==> src/hdl/pva_pkg.sv <==
// pva_pkg: types and constants of the polyphonic voice allocator
// no dependencies; imported by poly_voice_allocator
package pva_pkg;

   // sequencer states
   typedef enum logic [2:0] {
      ST_IDLE,
      ST_EXEC,
      ST_SCAN,
      ST_OLDEST,
      ST_COMMIT,
      ST_DONE
   } state_type;

   // work done on each voice during a scan
   typedef enum logic [1:0] {
      OP_PICK,
      OP_NOTE_OFF,
      OP_RELEASE,
      OP_CUT
   } op_type;

   // midi message kinds (high nibble of status)
   localparam logic [3:0] KIND_NOTE_OFF = 4'h8;
   localparam logic [3:0] KIND_NOTE_ON  = 4'h9;
   localparam logic [3:0] KIND_CTRL     = 4'hB;
   localparam logic [3:0] KIND_BEND     = 4'hE;

   // controller numbers
   localparam logic [7:0] CC_MOD_WHEEL     = 8'd1;
   localparam logic [7:0] CC_SUSTAIN       = 8'd64;
   localparam logic [7:0] CC_ALL_SOUND_OFF = 8'd120;
   localparam logic [7:0] CC_RESET_CTRL    = 8'd121;
   localparam logic [7:0] CC_ALL_NOTES_OFF = 8'd123;

   localparam logic [13:0] BEND_CENTER = 14'd8192;
   localparam int          CHANNELS    = 16;

endpackage

==> src/hdl/poly_voice_allocator.sv <==
// poly_voice_allocator: midi voice allocation with stealing, one voice scanned per cycle
// depends on pva_pkg
//
// An item is taken when start is high and busy is low; busy then stays high until its
// single result has been shown on the rsp_ ports for one cycle with rsp_valid, and the
// block is ready again the cycle after. The receiver cannot stall, so rsp_ data must be
// captured in that cycle. Timing is set by the voice scan, which visits one voice per
// cycle through one shared note/channel match and one shared age comparator. With N
// voices (VOICE_COUNT): an envelope report, pitch bend, mod wheel, sustain press,
// unknown message or rejected message shows its result after the decode step alone,
// with no scan; note-off, sustain release, reset controllers, all notes off and all
// sound off show it after one scan over the N voices; a note-on adds a commit step
// after its scan, and a second scan that looks for the oldest voice when every voice
// is held. Masks report voices 0 to 7 only.
module poly_voice_allocator
   import pva_pkg::*;
#(
   parameter int VOICE_COUNT = 8,
   parameter int AGE_BITS    = 32
) (
   input  logic        clock,
   input  logic        reset,
   input  logic        start,
   output logic        busy,
   input  logic        req_cmd,
   input  logic [7:0]  req_status,
   input  logic [7:0]  req_data1,
   input  logic [7:0]  req_data2,
   input  logic [2:0]  req_voice_index,
   output logic        rsp_valid,
   output logic        rsp_started,
   output logic [2:0]  rsp_voice,
   output logic        rsp_voice_was_idle,
   output logic        rsp_lfo_restart,
   output logic [7:0]  rsp_gate_mask,
   output logic [7:0]  rsp_held_mask,
   output logic [7:0]  rsp_active_mask,
   output logic [7:0]  rsp_hard_stop_mask,
   output logic [13:0] rsp_bend_value,
   output logic [6:0]  rsp_mod_value,
   output logic        rsp_sustain_on,
   output logic        rsp_ignored
);

   localparam int IDX_W = $clog2(VOICE_COUNT);
   localparam int PAD_W = (VOICE_COUNT < 8) ? 8 : VOICE_COUNT;
   localparam logic [IDX_W-1:0] LAST_IDX = IDX_W'(VOICE_COUNT - 1);

   // sequencer
   state_type state_ff, state_in;
   op_type    op_ff, op_in;
   logic [IDX_W-1:0] idx_ff, idx_in;

   // latched request
   logic       cmd_ff, cmd_in;
   logic [3:0] kind_ff, kind_in;
   logic [3:0] ch_ff, ch_in;
   logic [7:0] d1_ff, d1_in;
   logic [7:0] d2_ff, d2_in;
   logic [2:0] vidx_ff, vidx_in;

   // voice table
   logic [VOICE_COUNT-1:0] active_ff, active_in;
   logic [VOICE_COUNT-1:0] held_ff, held_in;
   logic [VOICE_COUNT-1:0] gate_ff, gate_in;
   logic [6:0]          note_ff [VOICE_COUNT];
   logic [6:0]          note_in [VOICE_COUNT];
   logic [3:0]          chan_ff [VOICE_COUNT];
   logic [3:0]          chan_in [VOICE_COUNT];
   logic [AGE_BITS-1:0] vage_ff [VOICE_COUNT];
   logic [AGE_BITS-1:0] vage_in [VOICE_COUNT];
   logic [AGE_BITS-1:0] age_ff, age_in;

   // channel state
   logic [CHANNELS-1:0] sustain_ff, sustain_in;
   logic [13:0] bend_ff [CHANNELS];
   logic [13:0] bend_in [CHANNELS];
   logic [6:0]  mod_ff [CHANNELS];
   logic [6:0]  mod_in [CHANNELS];

   // search registers
   logic                match_found_ff, match_found_in;
   logic [IDX_W-1:0]    match_sel_ff, match_sel_in;
   logic                idle_found_ff, idle_found_in;
   logic [IDX_W-1:0]    idle_sel_ff, idle_sel_in;
   logic                best_valid_ff, best_valid_in;
   logic [IDX_W-1:0]    best_sel_ff, best_sel_in;
   logic [AGE_BITS-1:0] best_age_ff, best_age_in;

   // result registers
   logic                   started_ff, started_in;
   logic [IDX_W-1:0]       sel_ff, sel_in;
   logic                   was_idle_ff, was_idle_in;
   logic                   lfo_ff, lfo_in;
   logic                   ign_ff, ign_in;
   logic [VOICE_COUNT-1:0] stop_ff, stop_in;

   logic accept;

   // decode of the latched message
   logic   dec_scan;
   op_type dec_op;
   logic   sus_press;

   // shared scan unit
   logic                cur_active, cur_held, chan_hit, hit_match, age_less;
   logic                cand, take_best, scan_last;
   logic [6:0]          cur_note;
   logic [3:0]          cur_chan;
   logic [AGE_BITS-1:0] cur_age, age_next;
   logic                match_now, idle_now, best_valid_now, pick_ok;
   logic [IDX_W-1:0]    match_sel_now, idle_sel_now, best_sel_now, pick_sel;

   assign accept = start && !busy;

   // message decode
   always_comb begin
      sus_press = (d1_ff == CC_SUSTAIN) && d2_ff[6];
      dec_scan  = 1'b0;
      dec_op    = OP_PICK;
      if (cmd_ff || d1_ff[7] || d2_ff[7]) begin
         dec_scan = 1'b0;
      end else if (kind_ff == KIND_NOTE_ON && d2_ff != 8'd0) begin
         dec_scan = 1'b1;
         dec_op   = OP_PICK;
      end else if (kind_ff inside {KIND_NOTE_ON, KIND_NOTE_OFF}) begin
         dec_scan = 1'b1;
         dec_op   = OP_NOTE_OFF;
      end else if (kind_ff == KIND_CTRL) begin
         if (d1_ff inside {CC_SUSTAIN, CC_RESET_CTRL}) begin
            dec_scan = !sus_press;
            dec_op   = OP_RELEASE;
         end else if (d1_ff inside {CC_ALL_SOUND_OFF, CC_ALL_NOTES_OFF}) begin
            dec_scan = 1'b1;
            dec_op   = OP_CUT;
         end
      end
   end

   // scan unit: one voice per cycle, one age compare
   always_comb begin
      cur_active = active_ff[idx_ff];
      cur_held   = held_ff[idx_ff];
      cur_note   = note_ff[idx_ff];
      cur_chan   = chan_ff[idx_ff];
      cur_age    = vage_ff[idx_ff];
      chan_hit   = (cur_chan == ch_ff);
      hit_match  = cur_active && (cur_note == d1_ff[6:0]) && chan_hit;
      age_less   = (cur_age < best_age_ff);
      cand       = (state_ff == ST_OLDEST) || !cur_held;
      take_best  = cand && (!best_valid_ff || age_less);
      scan_last  = (idx_ff == LAST_IDX);
      age_next   = (age_ff == '1) ? age_ff : age_ff + AGE_BITS'(1);

      match_now      = match_found_ff || hit_match;
      match_sel_now  = match_found_ff ? match_sel_ff : idx_ff;
      idle_now       = idle_found_ff || !cur_active;
      idle_sel_now   = idle_found_ff ? idle_sel_ff : idx_ff;
      best_valid_now = best_valid_ff || take_best;
      best_sel_now   = take_best ? idx_ff : best_sel_ff;
      pick_ok        = match_now || idle_now || best_valid_now;
      if (match_now) begin
         pick_sel = match_sel_now;
      end else if (idle_now) begin
         pick_sel = idle_sel_now;
      end else begin
         pick_sel = best_sel_now;
      end
   end

   // next state
   always_comb begin
      state_in = state_ff;
      case (state_ff)
         ST_IDLE: begin
            if (accept) state_in = ST_EXEC;
         end
         ST_EXEC: begin
            state_in = dec_scan ? ST_SCAN : ST_DONE;
         end
         ST_SCAN: begin
            if (scan_last) begin
               if (op_ff != OP_PICK) begin
                  state_in = ST_DONE;
               end else begin
                  state_in = pick_ok ? ST_COMMIT : ST_OLDEST;
               end
            end
         end
         ST_OLDEST: begin
            if (scan_last) state_in = ST_COMMIT;
         end
         ST_COMMIT: begin
            state_in = ST_DONE;
         end
         ST_DONE: begin
            state_in = ST_IDLE;
         end
         default: begin
            state_in = ST_IDLE;
         end
      endcase
   end

   // sequencer outputs
   always_comb begin
      busy      = (state_ff != ST_IDLE);
      rsp_valid = (state_ff == ST_DONE);
   end

   // datapath next values
   always_comb begin
      op_in          = op_ff;
      idx_in         = idx_ff;
      cmd_in         = cmd_ff;
      kind_in        = kind_ff;
      ch_in          = ch_ff;
      d1_in          = d1_ff;
      d2_in          = d2_ff;
      vidx_in        = vidx_ff;
      active_in      = active_ff;
      held_in        = held_ff;
      gate_in        = gate_ff;
      note_in        = note_ff;
      chan_in        = chan_ff;
      vage_in        = vage_ff;
      age_in         = age_ff;
      sustain_in     = sustain_ff;
      bend_in        = bend_ff;
      mod_in         = mod_ff;
      match_found_in = match_found_ff;
      match_sel_in   = match_sel_ff;
      idle_found_in  = idle_found_ff;
      idle_sel_in    = idle_sel_ff;
      best_valid_in  = best_valid_ff;
      best_sel_in    = best_sel_ff;
      best_age_in    = best_age_ff;
      started_in     = started_ff;
      sel_in         = sel_ff;
      was_idle_in    = was_idle_ff;
      lfo_in         = lfo_ff;
      ign_in         = ign_ff;
      stop_in        = stop_ff;

      case (state_ff)
         // input transfer: latch request, clear result
         ST_IDLE: begin
            if (accept) begin
               cmd_in      = req_cmd;
               kind_in     = req_status[7:4];
               ch_in       = req_status[3:0];
               d1_in       = req_data1;
               d2_in       = req_data2;
               vidx_in     = req_voice_index;
               started_in  = 1'b0;
               sel_in      = '0;
               was_idle_in = 1'b0;
               lfo_in      = 1'b0;
               ign_in      = 1'b0;
               stop_in     = '0;
            end
         end

         // messages handled without a scan, and scan setup
         ST_EXEC: begin
            idx_in         = '0;
            op_in          = dec_op;
            match_found_in = 1'b0;
            idle_found_in  = 1'b0;
            best_valid_in  = 1'b0;
            if (cmd_ff) begin
               for (int i = 0; i < VOICE_COUNT; i++) begin
                  if (32'(vidx_ff) == i && !gate_ff[i]) begin
                     active_in[i] = 1'b0;
                     held_in[i]   = 1'b0;
                  end
               end
            end else if (d1_ff[7] || d2_ff[7]) begin
               ign_in = 1'b1;
            end else if (kind_ff == KIND_BEND) begin
               bend_in[ch_ff] = {d2_ff[6:0], d1_ff[6:0]};
            end else if (kind_ff == KIND_NOTE_ON && d2_ff != 8'd0) begin
               lfo_in = ~|held_ff;
            end else if (kind_ff == KIND_CTRL) begin
               if (d1_ff == CC_MOD_WHEEL) begin
                  mod_in[ch_ff] = d2_ff[6:0];
               end else if (d1_ff inside {CC_SUSTAIN, CC_RESET_CTRL}) begin
                  if (d1_ff == CC_RESET_CTRL) begin
                     bend_in[ch_ff] = BEND_CENTER;
                     mod_in[ch_ff]  = '0;
                  end
                  sustain_in[ch_ff] = sus_press;
               end else if (d1_ff inside {CC_ALL_SOUND_OFF, CC_ALL_NOTES_OFF}) begin
                  sustain_in[ch_ff] = 1'b0;
               end
            end
         end

         // per-voice pass
         ST_SCAN: begin
            case (op_ff)
               OP_PICK: begin
                  match_found_in = match_now;
                  match_sel_in   = match_sel_now;
                  idle_found_in  = idle_now;
                  idle_sel_in    = idle_sel_now;
                  if (take_best) begin
                     best_valid_in = 1'b1;
                     best_sel_in   = idx_ff;
                     best_age_in   = cur_age;
                  end
                  if (scan_last) begin
                     sel_in = pick_sel;
                     if (!pick_ok) best_valid_in = 1'b0;
                  end
               end
               OP_NOTE_OFF: begin
                  if (hit_match) begin
                     held_in[idx_ff] = 1'b0;
                     gate_in[idx_ff] = sustain_ff[ch_ff];
                  end
               end
               OP_RELEASE: begin
                  if (chan_hit && !cur_held) gate_in[idx_ff] = 1'b0;
               end
               OP_CUT: begin
                  if (chan_hit) begin
                     held_in[idx_ff] = 1'b0;
                     gate_in[idx_ff] = 1'b0;
                     if (d1_ff == CC_ALL_SOUND_OFF) begin
                        stop_in[idx_ff]   = cur_active;
                        active_in[idx_ff] = 1'b0;
                     end
                  end
               end
               default: begin
                  idx_in = idx_ff;
               end
            endcase
            idx_in = scan_last ? '0 : idx_ff + IDX_W'(1);
         end

         // oldest voice overall, all voices held
         ST_OLDEST: begin
            if (take_best) begin
               best_valid_in = 1'b1;
               best_sel_in   = idx_ff;
               best_age_in   = cur_age;
            end
            if (scan_last) sel_in = best_sel_now;
            idx_in = scan_last ? '0 : idx_ff + IDX_W'(1);
         end

         // claim the chosen voice
         ST_COMMIT: begin
            was_idle_in       = !active_ff[sel_ff];
            active_in[sel_ff] = 1'b1;
            held_in[sel_ff]   = 1'b1;
            gate_in[sel_ff]   = 1'b1;
            note_in[sel_ff]   = d1_ff[6:0];
            chan_in[sel_ff]   = ch_ff;
            age_in            = age_next;
            vage_in[sel_ff]   = age_next;
            started_in        = 1'b1;
         end

         default: begin
            idx_in = idx_ff;
         end
      endcase
   end

   // control and table registers
   always_ff @(posedge clock) begin
      if (reset) begin
         state_ff      <= ST_IDLE;
         idx_ff        <= '0;
         active_ff     <= '0;
         held_ff       <= '0;
         gate_ff       <= '0;
         age_ff        <= '0;
         sustain_ff    <= '0;
         for (int i = 0; i < VOICE_COUNT; i++) begin
            note_ff[i] <= '0;
            chan_ff[i] <= '0;
            vage_ff[i] <= '0;
         end
         for (int c = 0; c < CHANNELS; c++) begin
            bend_ff[c] <= BEND_CENTER;
            mod_ff[c]  <= '0;
         end
      end else begin
         state_ff   <= state_in;
         idx_ff     <= idx_in;
         active_ff  <= active_in;
         held_ff    <= held_in;
         gate_ff    <= gate_in;
         age_ff     <= age_in;
         sustain_ff <= sustain_in;
         note_ff    <= note_in;
         chan_ff    <= chan_in;
         vage_ff    <= vage_in;
         bend_ff    <= bend_in;
         mod_ff     <= mod_in;
      end
   end

   // payload registers
   always_ff @(posedge clock) begin
      op_ff          <= op_in;
      cmd_ff         <= cmd_in;
      kind_ff        <= kind_in;
      ch_ff          <= ch_in;
      d1_ff          <= d1_in;
      d2_ff          <= d2_in;
      vidx_ff        <= vidx_in;
      match_found_ff <= match_found_in;
      match_sel_ff   <= match_sel_in;
      idle_found_ff  <= idle_found_in;
      idle_sel_ff    <= idle_sel_in;
      best_valid_ff  <= best_valid_in;
      best_sel_ff    <= best_sel_in;
      best_age_ff    <= best_age_in;
      started_ff     <= started_in;
      sel_ff         <= sel_in;
      was_idle_ff    <= was_idle_in;
      lfo_ff         <= lfo_in;
      ign_ff         <= ign_in;
      stop_ff        <= stop_in;
   end

   // result ports
   always_comb begin
      logic [PAD_W-1:0] gate_pad, held_pad, active_pad, stop_pad;
      gate_pad           = PAD_W'(gate_ff);
      held_pad           = PAD_W'(held_ff);
      active_pad         = PAD_W'(active_ff);
      stop_pad           = PAD_W'(stop_ff);
      rsp_started        = started_ff;
      rsp_voice          = 3'(sel_ff);
      rsp_voice_was_idle = was_idle_ff;
      rsp_lfo_restart    = lfo_ff;
      rsp_gate_mask      = gate_pad[7:0];
      rsp_held_mask      = held_pad[7:0];
      rsp_active_mask    = active_pad[7:0];
      rsp_hard_stop_mask = stop_pad[7:0];
      rsp_bend_value     = bend_ff[ch_ff];
      rsp_mod_value      = mod_ff[ch_ff];
      rsp_sustain_on     = sustain_ff[ch_ff];
      rsp_ignored        = ign_ff;
   end

`ifndef SYNTHESIS
   // an input transfer always starts work
   a_accept_busy: assert property (@(posedge clock) disable iff (reset)
      accept |=> busy)
      else $error("input transfer did not start work");

   // the result cycle is followed by the ready state
   a_done_idle: assert property (@(posedge clock) disable iff (reset)
      (state_ff == ST_DONE) |=> (state_ff == ST_IDLE))
      else $error("result not followed by idle");

   // a started voice is live, held and gated when reported
   a_started_live: assert property (@(posedge clock) disable iff (reset)
      (rsp_valid && started_ff) |-> (active_ff[sel_ff] && held_ff[sel_ff] && gate_ff[sel_ff]))
      else $error("reported voice not claimed");

   // scan index stays within the voice table
   a_idx_range: assert property (@(posedge clock) disable iff (reset)
      idx_ff <= LAST_IDX)
      else $error("scan index out of range");
`endif

endmodule
==> config.mk <==
export PLATFORM = sky130hd
export DESIGN_NAME = poly_voice_allocator
export DESIGN_NICKNAME = d
export VERILOG_FILES = /design/src/hdl/pva_pkg.sv /design/src/hdl/poly_voice_allocator.sv
export SDC_FILE = /design/constraint.sdc
export NUM_CORES = 2
export LEC_CHECK = 0
export BUFFER_PORTS_ARGS = -buffer_cell sky130_fd_sc_hd__buf_2
export CAP_MARGIN = 20
export CORE_ASPECT_RATIO = 1.25
export CORE_MARGIN = 2
export CORE_UTILIZATION = 62
export DETAILED_ROUTE_END_ITERATION = 8
export HOLD_SLACK_MARGIN = 0.02
export PLACE_DENSITY_LB_ADDON = 0.1
export SETUP_SLACK_MARGIN = 0.1
export SLEW_MARGIN = 20
export SYNTH_ARGS = -nofsm -noshare
export SYNTH_HDL_FRONTEND = slang
export SYNTH_SLANG_ARGS = --single-unit
==> constraint.sdc <==
create_clock -name clock -period 7.75 [get_ports clock]
set_clock_uncertainty 0.1 [all_clocks]
set_input_delay 1.55 -clock clock [delete_from_list [all_inputs] [get_ports clock]]
set_output_delay 1.55 -clock clock [all_outputs]
set_load 0.02 [all_outputs]
After elaboration in Yosys (flattened, before gate mapping)
Cells that the tools add are included.
{ "word_totals": {"ff_bits": 847, "latch_bits": 0, "out_inout_bits": 63, "mem_bits_ro": 0, "mem_count": 0, "ramBits": 0, "elab_cells": 436} }
{ "classes": {"order_cmp": 12, "mul": 0, "n_shift": 0, "n_reduce_logical": 105, "muxes": 140, "n_bitwise": 23, "addsub": 2, "eq_ne": 56, "n_div": 0} }
{ "op_table": {"columns": ["operator", "n"], "rows": [
  ["two-way mux 224 bit", 6],
  ["two-way mux 112 bit", 3],
  ["bitwise mux 256 bit", 1],
  ["bitwise mux 224 bit", 1],
  ["bitwise AND 208 bit", 1],
  ["inverter 208 bit", 1],
  ["two-way mux 32 bit", 6],
  ["bitwise AND 112 bit", 1],
  ["bitwise mux 112 bit", 1],
  ["inverter 112 bit", 1],
  ["two-way mux 8 bit", 13],
  ["AND reduction 6 bit", 17],
  ["binary-select mux 32 bit (select 3 bit)", 1],
  ["demux 32 bit (select 3 bit)", 1],
  ["case mux 8 bit (3 select lines)", 3],
  ["case mux 32 bit (2 select lines)", 1],
  ["binary-select mux 14 bit (select 4 bit)", 1],
  ["bitwise mux 56 bit", 1],
  ["demux 14 bit (select 4 bit)", 1],
  ["two-way mux 3 bit", 17],
  ["case mux 8 bit (2 select lines)", 3],
  ["inequality test 2 bit, second input constant", 22],
  ["two-way mux 14 bit", 3],
  ["two-way mux 7 bit", 6],
  ["73 further kinds", 226]
]} }

Logic depth before layout (Yosys ltp)
{ "depth": {"ltp_word": 14, "mapped_depth": 18, "depth_no_buf": 14} }

Least setup slack after synthesis
Ideal clock, no wire load.
{ "synth_timing": {"path_type": "reg2reg", "start": "register idx_ff[2] (netlist name)", "end": "register best_age_ff[0] (enable)", "setup_ns": 0.474, "stages_incl_launch_ff": 17, "arrival_time_ns": 5.715, "path_slack_ns": 1.460, "path_buffers": 5, "synth_period_minus_slack_ns": 6.290, "required_ns": 7.176, "path_cell_list": "dfxtp_1 > buf_2 > buf_2 > buf_2 > nor3_1 > clkbuf_1 > buf_1 > a22oi_1 > nand3_1 > ha_1 > a21o_1 > a21oi_1 > nor2b_1 > o221ai_1 > and3_1 > nand2_1 > a221oi_1"} }
{ "synth_lines": {"columns": ["element", "line_no", "source"], "rows": [
  ["end signal, assigned", "poly_voice_allocator.sv:423", "best_age_ff <= best_age_in;"],
  ["end, declared", "poly_voice_allocator.sv:88", "logic [AGE_BITS-1:0] best_age_ff, best_age_in;"]
]} }

Worst setup path in the final report
{ "layout_timing": {"start": "register idx_ff[0]", "end": "register sel_ff[1], in the netlist rsp_voice[1] (data pin)"} }
{ "layout_between": {"elab_chain_len": 13, "word_cells_on_any_way": 33} }
{ "layout_lines": {"columns": ["element", "line_no", "source"], "rows": [
  ["start, declared", "poly_voice_allocator.sv:52", "logic [IDX_W-1:0] idx_ff, idx_in;"],
  ["start signal, assigned", "poly_voice_allocator.sv:394", "idx_ff <= idx_in;"],
  ["inverter 3 -> 4 bit (implied by the code) (*)", "poly_voice_allocator.sv:146", "cur_age = vage_ff[idx_ff];"],
  ["binary-select mux 32 bit (select 3 bit) (*)", "poly_voice_allocator.sv:146", null],
  ["two-way mux 32 bit (implied by the code) (*) (2 in series)", "poly_voice_allocator.sv:146", null],
  ["named net cur_age[31]", "poly_voice_allocator.sv:110", "logic [AGE_BITS-1:0] cur_age, age_next;"],
  ["< comparator 32 bit (*)", "poly_voice_allocator.sv:149", "age_less = (cur_age < best_age_ff);"],
  ["logical OR 1 bit (*)", "poly_voice_allocator.sv:151", "take_best = cand && (!best_valid_ff || age_less);"],
  ["logical AND 1 bit (*)", "poly_voice_allocator.sv:151", null],
  ["two-way mux 3 bit (*)", null, null],
  ["two-way mux 3 bit", "poly_voice_allocator.sv:164", "end else if (idle_now) begin"],
  ["two-way mux 3 bit", "poly_voice_allocator.sv:162", "if (match_now) begin"],
  ["two-way mux 3 bit", "poly_voice_allocator.sv:312", "if (scan_last) begin"],
  ["two-way mux 3 bit", "poly_voice_allocator.sv:301", "case (op_ff)"],
  ["case mux 3 bit (3 select lines) (*)", "poly_voice_allocator.sv:245", "case (state_ff)"],
  ["end signal, assigned", "poly_voice_allocator.sv:425", "sel_ff <= sel_in;"],
  ["end, declared", "poly_voice_allocator.sv:92", "logic [IDX_W-1:0] sel_ff, sel_in;"]
]} }
Mark *: on every way through the listed nets, which the timed path passes. The rest lies on a longest branch. The select of a mux whose other input is x is not followed.
A chain may end at the register's enable or synchronous reset.

==> impl_metrics.py <==
metrics = {
    "placement": {
        "place.gp.congestion": 0.9783,
        "dp_slack_ps": 2420,
        "post-dp-hpwl_mm": 67.67,
        "port_bufs": 93,
    },
    "floorplanning": {
        "ioPinCount": 94,
        "initial_core_util_pct": 62.35,
        "floorplan.die_area_um2": 61620,
        "placementRows": 100,
        "die_height_um": 277.0,
        "die_width_um": 222.4,
        "fp.coreArea_um2": 59310,
    },
    "cts": {
        "worstSkewPairLatency_ps": 630,
        "total_setup_buffers_inserted_after_cts": 0,
        "tritoncts": "built",
        "ctsResizeCount": 0,
        "clkSinkCount": 847,
        "cts.reportedPaths.clkPinSlew_ps": 60,
        "cts_made_buffers": 82,
        "root_driver": "sky130_fd_sc_hd__clkbuf_16",
        "cts.htree.levels": 3,
        "postCtsHoldBufs": 0,
        "buffers_from_clock_root_to_sink_at_most": 3,
    },
    "power": {
        "power_per_cell_area_nw_per_um2": 247.8,
        "power.leakage_nw": 13.72,
        "peakVddDrop_mv": 0.2705,
    },
    "sta": {
        "timing_hold_violations_final": 0,
        "clock.fmax_mhz": 184.5,
        "setup_viol": 0,
        "number_of_pins_exceeding_their_max_slew_limit_in_the_final_report": 0,
        "finalCritPeriodShare_pct": 69.93,
        "setup_slack_ps": 2331,
        "grt_setup_unrepaired": "false",
        "fin_crit_ps": 5419,
        "setup-tns-final_ps": 0,
        "actual_slew_at_the_worst_max_slew_pin_ps": 1165,
        "slew_headroom_pct": 22.13,
    },
    "critical_path": {
        "crit_fanout": 30,
        "crit_path_frequent_cell": "sky130_fd_sc_hd__nand3_1",
        "timing.critical_path.cells": "inv_1, nor3_2, buf_4, a22o_1, a221oi_1, nand3_1, ha_1, nand4_1, nor2_1, and4_1, nand3_1, o21ai_1, mux2_2, o31ai_1, o211ai_1",
        "startpoint_type": "flip-flop",
        "required_time_worst_endpoint_ps": 8000,
        "worst_path_buffer_plus_inverter_count": 2,
        "arrival_ps": 5670,
        "critical-path-max-stage-delay_ps": 850,
        "worstSetupPathType": "flip-flop to flip-flop",
        "critPathSlowestCell": "sky130_fd_sc_hd__dfxtp_1",
        "critical_path.top_delay_family": "compound AO/OA/AOI/OAI gates",
        "cp-end-kind": "flip-flop",
    },
    "logic_synthesis": {
        "synthesis.area_per_instance_um2": 9.228,
        "syn-instance-count": 4007,
        "yosys_register_bits": 847,
        "library_cells_used_by_synthesis": 85,
        "synthesis.yosys.warnings": 0,
        "syn-num-nets": 4076,
        "synth_enable_flop_cells": 89,
        "yosysSeqAreaShare_pct": 48.26,
        "async_reset_ff_share_pct": 0,
        "synth-main-ff-cell": "sky130_fd_sc_hd__dfxtp_1",
        "synth.cell_area_um2": 36980,
    },
    "detailed_routing": {
        "routedLengthMet1_mm": 40.75,
        "wl_per_cell_um": 23.76,
        "highest-signal-layer": "met4",
        "finalWirelength_mm": 111.7,
        "route.met2.wl_mm": 54.15,
        "drt_pre_antenna_iters": 6,
        "detail-route-antenna-nets": 0,
        "post-route-drc-count": 0,
        "drt-vias-per-instance": 6.645,
        "detailroute.wirelength.met3_mm": 9.714,
        "detailroute.via_count": 31252,
        "drtIter0Drc": 3235,
    },
    "cells_and_area": {
        "num-nets-final": 3942,
        "drive_gt1_share_pct": 11.91,
        "mostFrequentLayoutCells": "757 x sky130_fd_sc_hd__dfxtp_1, 639 x sky130_fd_sc_hd__nor2_1, 447 x sky130_fd_sc_hd__nand2_1, 293 x sky130_fd_sc_hd__a22oi_1, 259 x sky130_fd_sc_hd__a21oi_1",
        "area_growth_syn_to_layout_pct": 8.977,
        "fillers": 4615,
        "final_common_cell": "sky130_fd_sc_hd__dfxtp_1",
    },
    "global_routing": {
        "grt_first_pass_wirelength_mm": 171.8,
        "grt.total_usage_pct": 35.44,
        "grt_start_max_net_pins": 211,
        "antenna_found_initial": 1,
        "overflow": 0,
        "number_of_global_route_vias_before_repair": 30644,
    },
    "worst_hold_path": {
        "worstHoldPathType": "flip-flop to flip-flop",
    },
    "run": {
        "number_of_violations_of_the_max_capacitance_limit": 0,
    },
    "outcome": {
        "result_of_the_run": "finished, final reports clean",
    },
}
## tightest hold or removal path, stage by stage, from the launching register on
cell and delay [ps]:
sky130_fd_sc_hd__dfxtp_1 310, sky130_fd_sc_hd__nand2_1 50, sky130_fd_sc_hd__a21oi_1 50
## metrics by stage
stage                     instances  instance area, um2  total power (W)  hold WS, ps  util [%]
final                          4703               40300         0.009988        352.9     67.95
after global routing           4702               40290          0.01028        367.0     67.94
after CTS                      4701               40280         0.009990        351.2     67.92
after detailed placement       4553               37620         0.006067        342.1     63.43
after global placement         4552               37610         0.006049        337.9     63.41
after floorplan                4007               36980         0.005624        329.8         -
## sequential cells by signal (all words and copies together) (netlist names), 16 cells and up
register and flops:
sustain_ff 16, vage_ff 256, bend_ff 224, note_ff 56
best_age_ff 32, mod_ff 112, chan_ff 32, age_ff 32
## final cells by class
type                    instances  area (um2)  share of cell area (%)
flip-flops and latches        847       17850                   44.29
multi-input cells            2741       17660                   43.81
clock buffers                 118        2395                   5.943
repair buffers                153       992.2                   2.462
well taps                     765       957.2                   2.375
clock inverters                30       266.5                  0.6613
inverters                      48       180.2                  0.4471
diodes                          1       2.502                0.006210
## cell usage after synthesis (10+ instances only)
cell / instances / area (um2)
sky130_fd_sc_hd__a21oi_1: 261 / 1306
sky130_fd_sc_hd__nor2b_1: 19 / 118.9
sky130_fd_sc_hd__buf_2: 16 / 80.08
sky130_fd_sc_hd__and2_1: 26 / 162.7
sky130_fd_sc_hd__nand4_1: 31 / 193.9
sky130_fd_sc_hd__nand2_1: 447 / 1678
sky130_fd_sc_hd__a21o_1: 11 / 82.58
sky130_fd_sc_hd__a211o_1: 17 / 148.9
sky130_fd_sc_hd__and4_1: 10 / 87.58
sky130_fd_sc_hd__inv_1: 46 / 172.7
sky130_fd_sc_hd__edfxtp_1: 89 / 2673
sky130_fd_sc_hd__a221oi_1: 16 / 140.1
sky130_fd_sc_hd__mux2i_1: 52 / 520.5
sky130_fd_sc_hd__a211oi_1: 224 / 1682
sky130_fd_sc_hd__nor3_1: 84 / 420.4
sky130_fd_sc_hd__dfxtp_1: 758 / 15170
sky130_fd_sc_hd__nor4_1: 12 / 75.07
sky130_fd_sc_hd__nand2b_1: 14 / 87.58
sky130_fd_sc_hd__clkbuf_1: 320 / 1201
sky130_fd_sc_hd__ha_1: 38 / 475.5
sky130_fd_sc_hd__o21ai_0: 32 / 160.2
sky130_fd_sc_hd__a22oi_1: 293 / 2200
sky130_fd_sc_hd__xor2_1: 21 / 183.9
sky130_fd_sc_hd__nor2_1: 654 / 2455
sky130_fd_sc_hd__xnor2_1: 29 / 254.0
sky130_fd_sc_hd__a22o_1: 18 / 157.7
sky130_fd_sc_hd__or3_1: 15 / 93.84
sky130_fd_sc_hd__nand3_1: 162 / 810.8
sky130_fd_sc_hd__buf_1: 24 / 90.09
sky130_fd_sc_hd__mux4_2: 122 / 2748
sky130_fd_sc_hd__and3_1: 11 / 68.82
## cell families after synthesis
family	after synthesis	share of synthesized area, %
XOR/XNOR	58	1.536
flip-flops	847	48.26
AO/OA/AOI/OAI	946	17.65
adder cells (fa/ha/maj)	38	1.286
AND/OR/NAND/NOR	1516	17.65
multiplexers	183	9.112
buffers and inverters	419	4.507
## power breakdown
part,total [W],internal [W],switching (W)
sequential,0.00481,0.00461,0.000196
clock,0.00398,0.00228,0.00170
combinational,0.00120,0.000365,0.000834
## worst paths after layout
kind | start | to | slack [ps] | depth (start not counted)
setup reg to reg | idx_ff[0]$_SDFFE_PP0N_ | rsp_voice[1]$_SDFFCE_PN0P_ | 2330 | 15
setup / recovery | idx_ff[0]$_SDFFE_PP0N_ | rsp_voice[1]$_SDFFCE_PN0P_ | 2330 | 15
hold reg to reg | chan_ff[28]$_SDFFE_PP0P_ | chan_ff[28]$_SDFFE_PP0P_ | 350 | 2
hold / removal | chan_ff[28]$_SDFFE_PP0P_ | chan_ff[28]$_SDFFE_PP0P_ | 350 | 2
## routing by layer
layer  track usage (%)  vias up
met4             22.08        0
met3             5.411      401
met2             60.12     1721
li1                  -    14110
met5                 0        -
met1             42.33    15020
No activity file was read; power rests on OpenSTA's default activity.
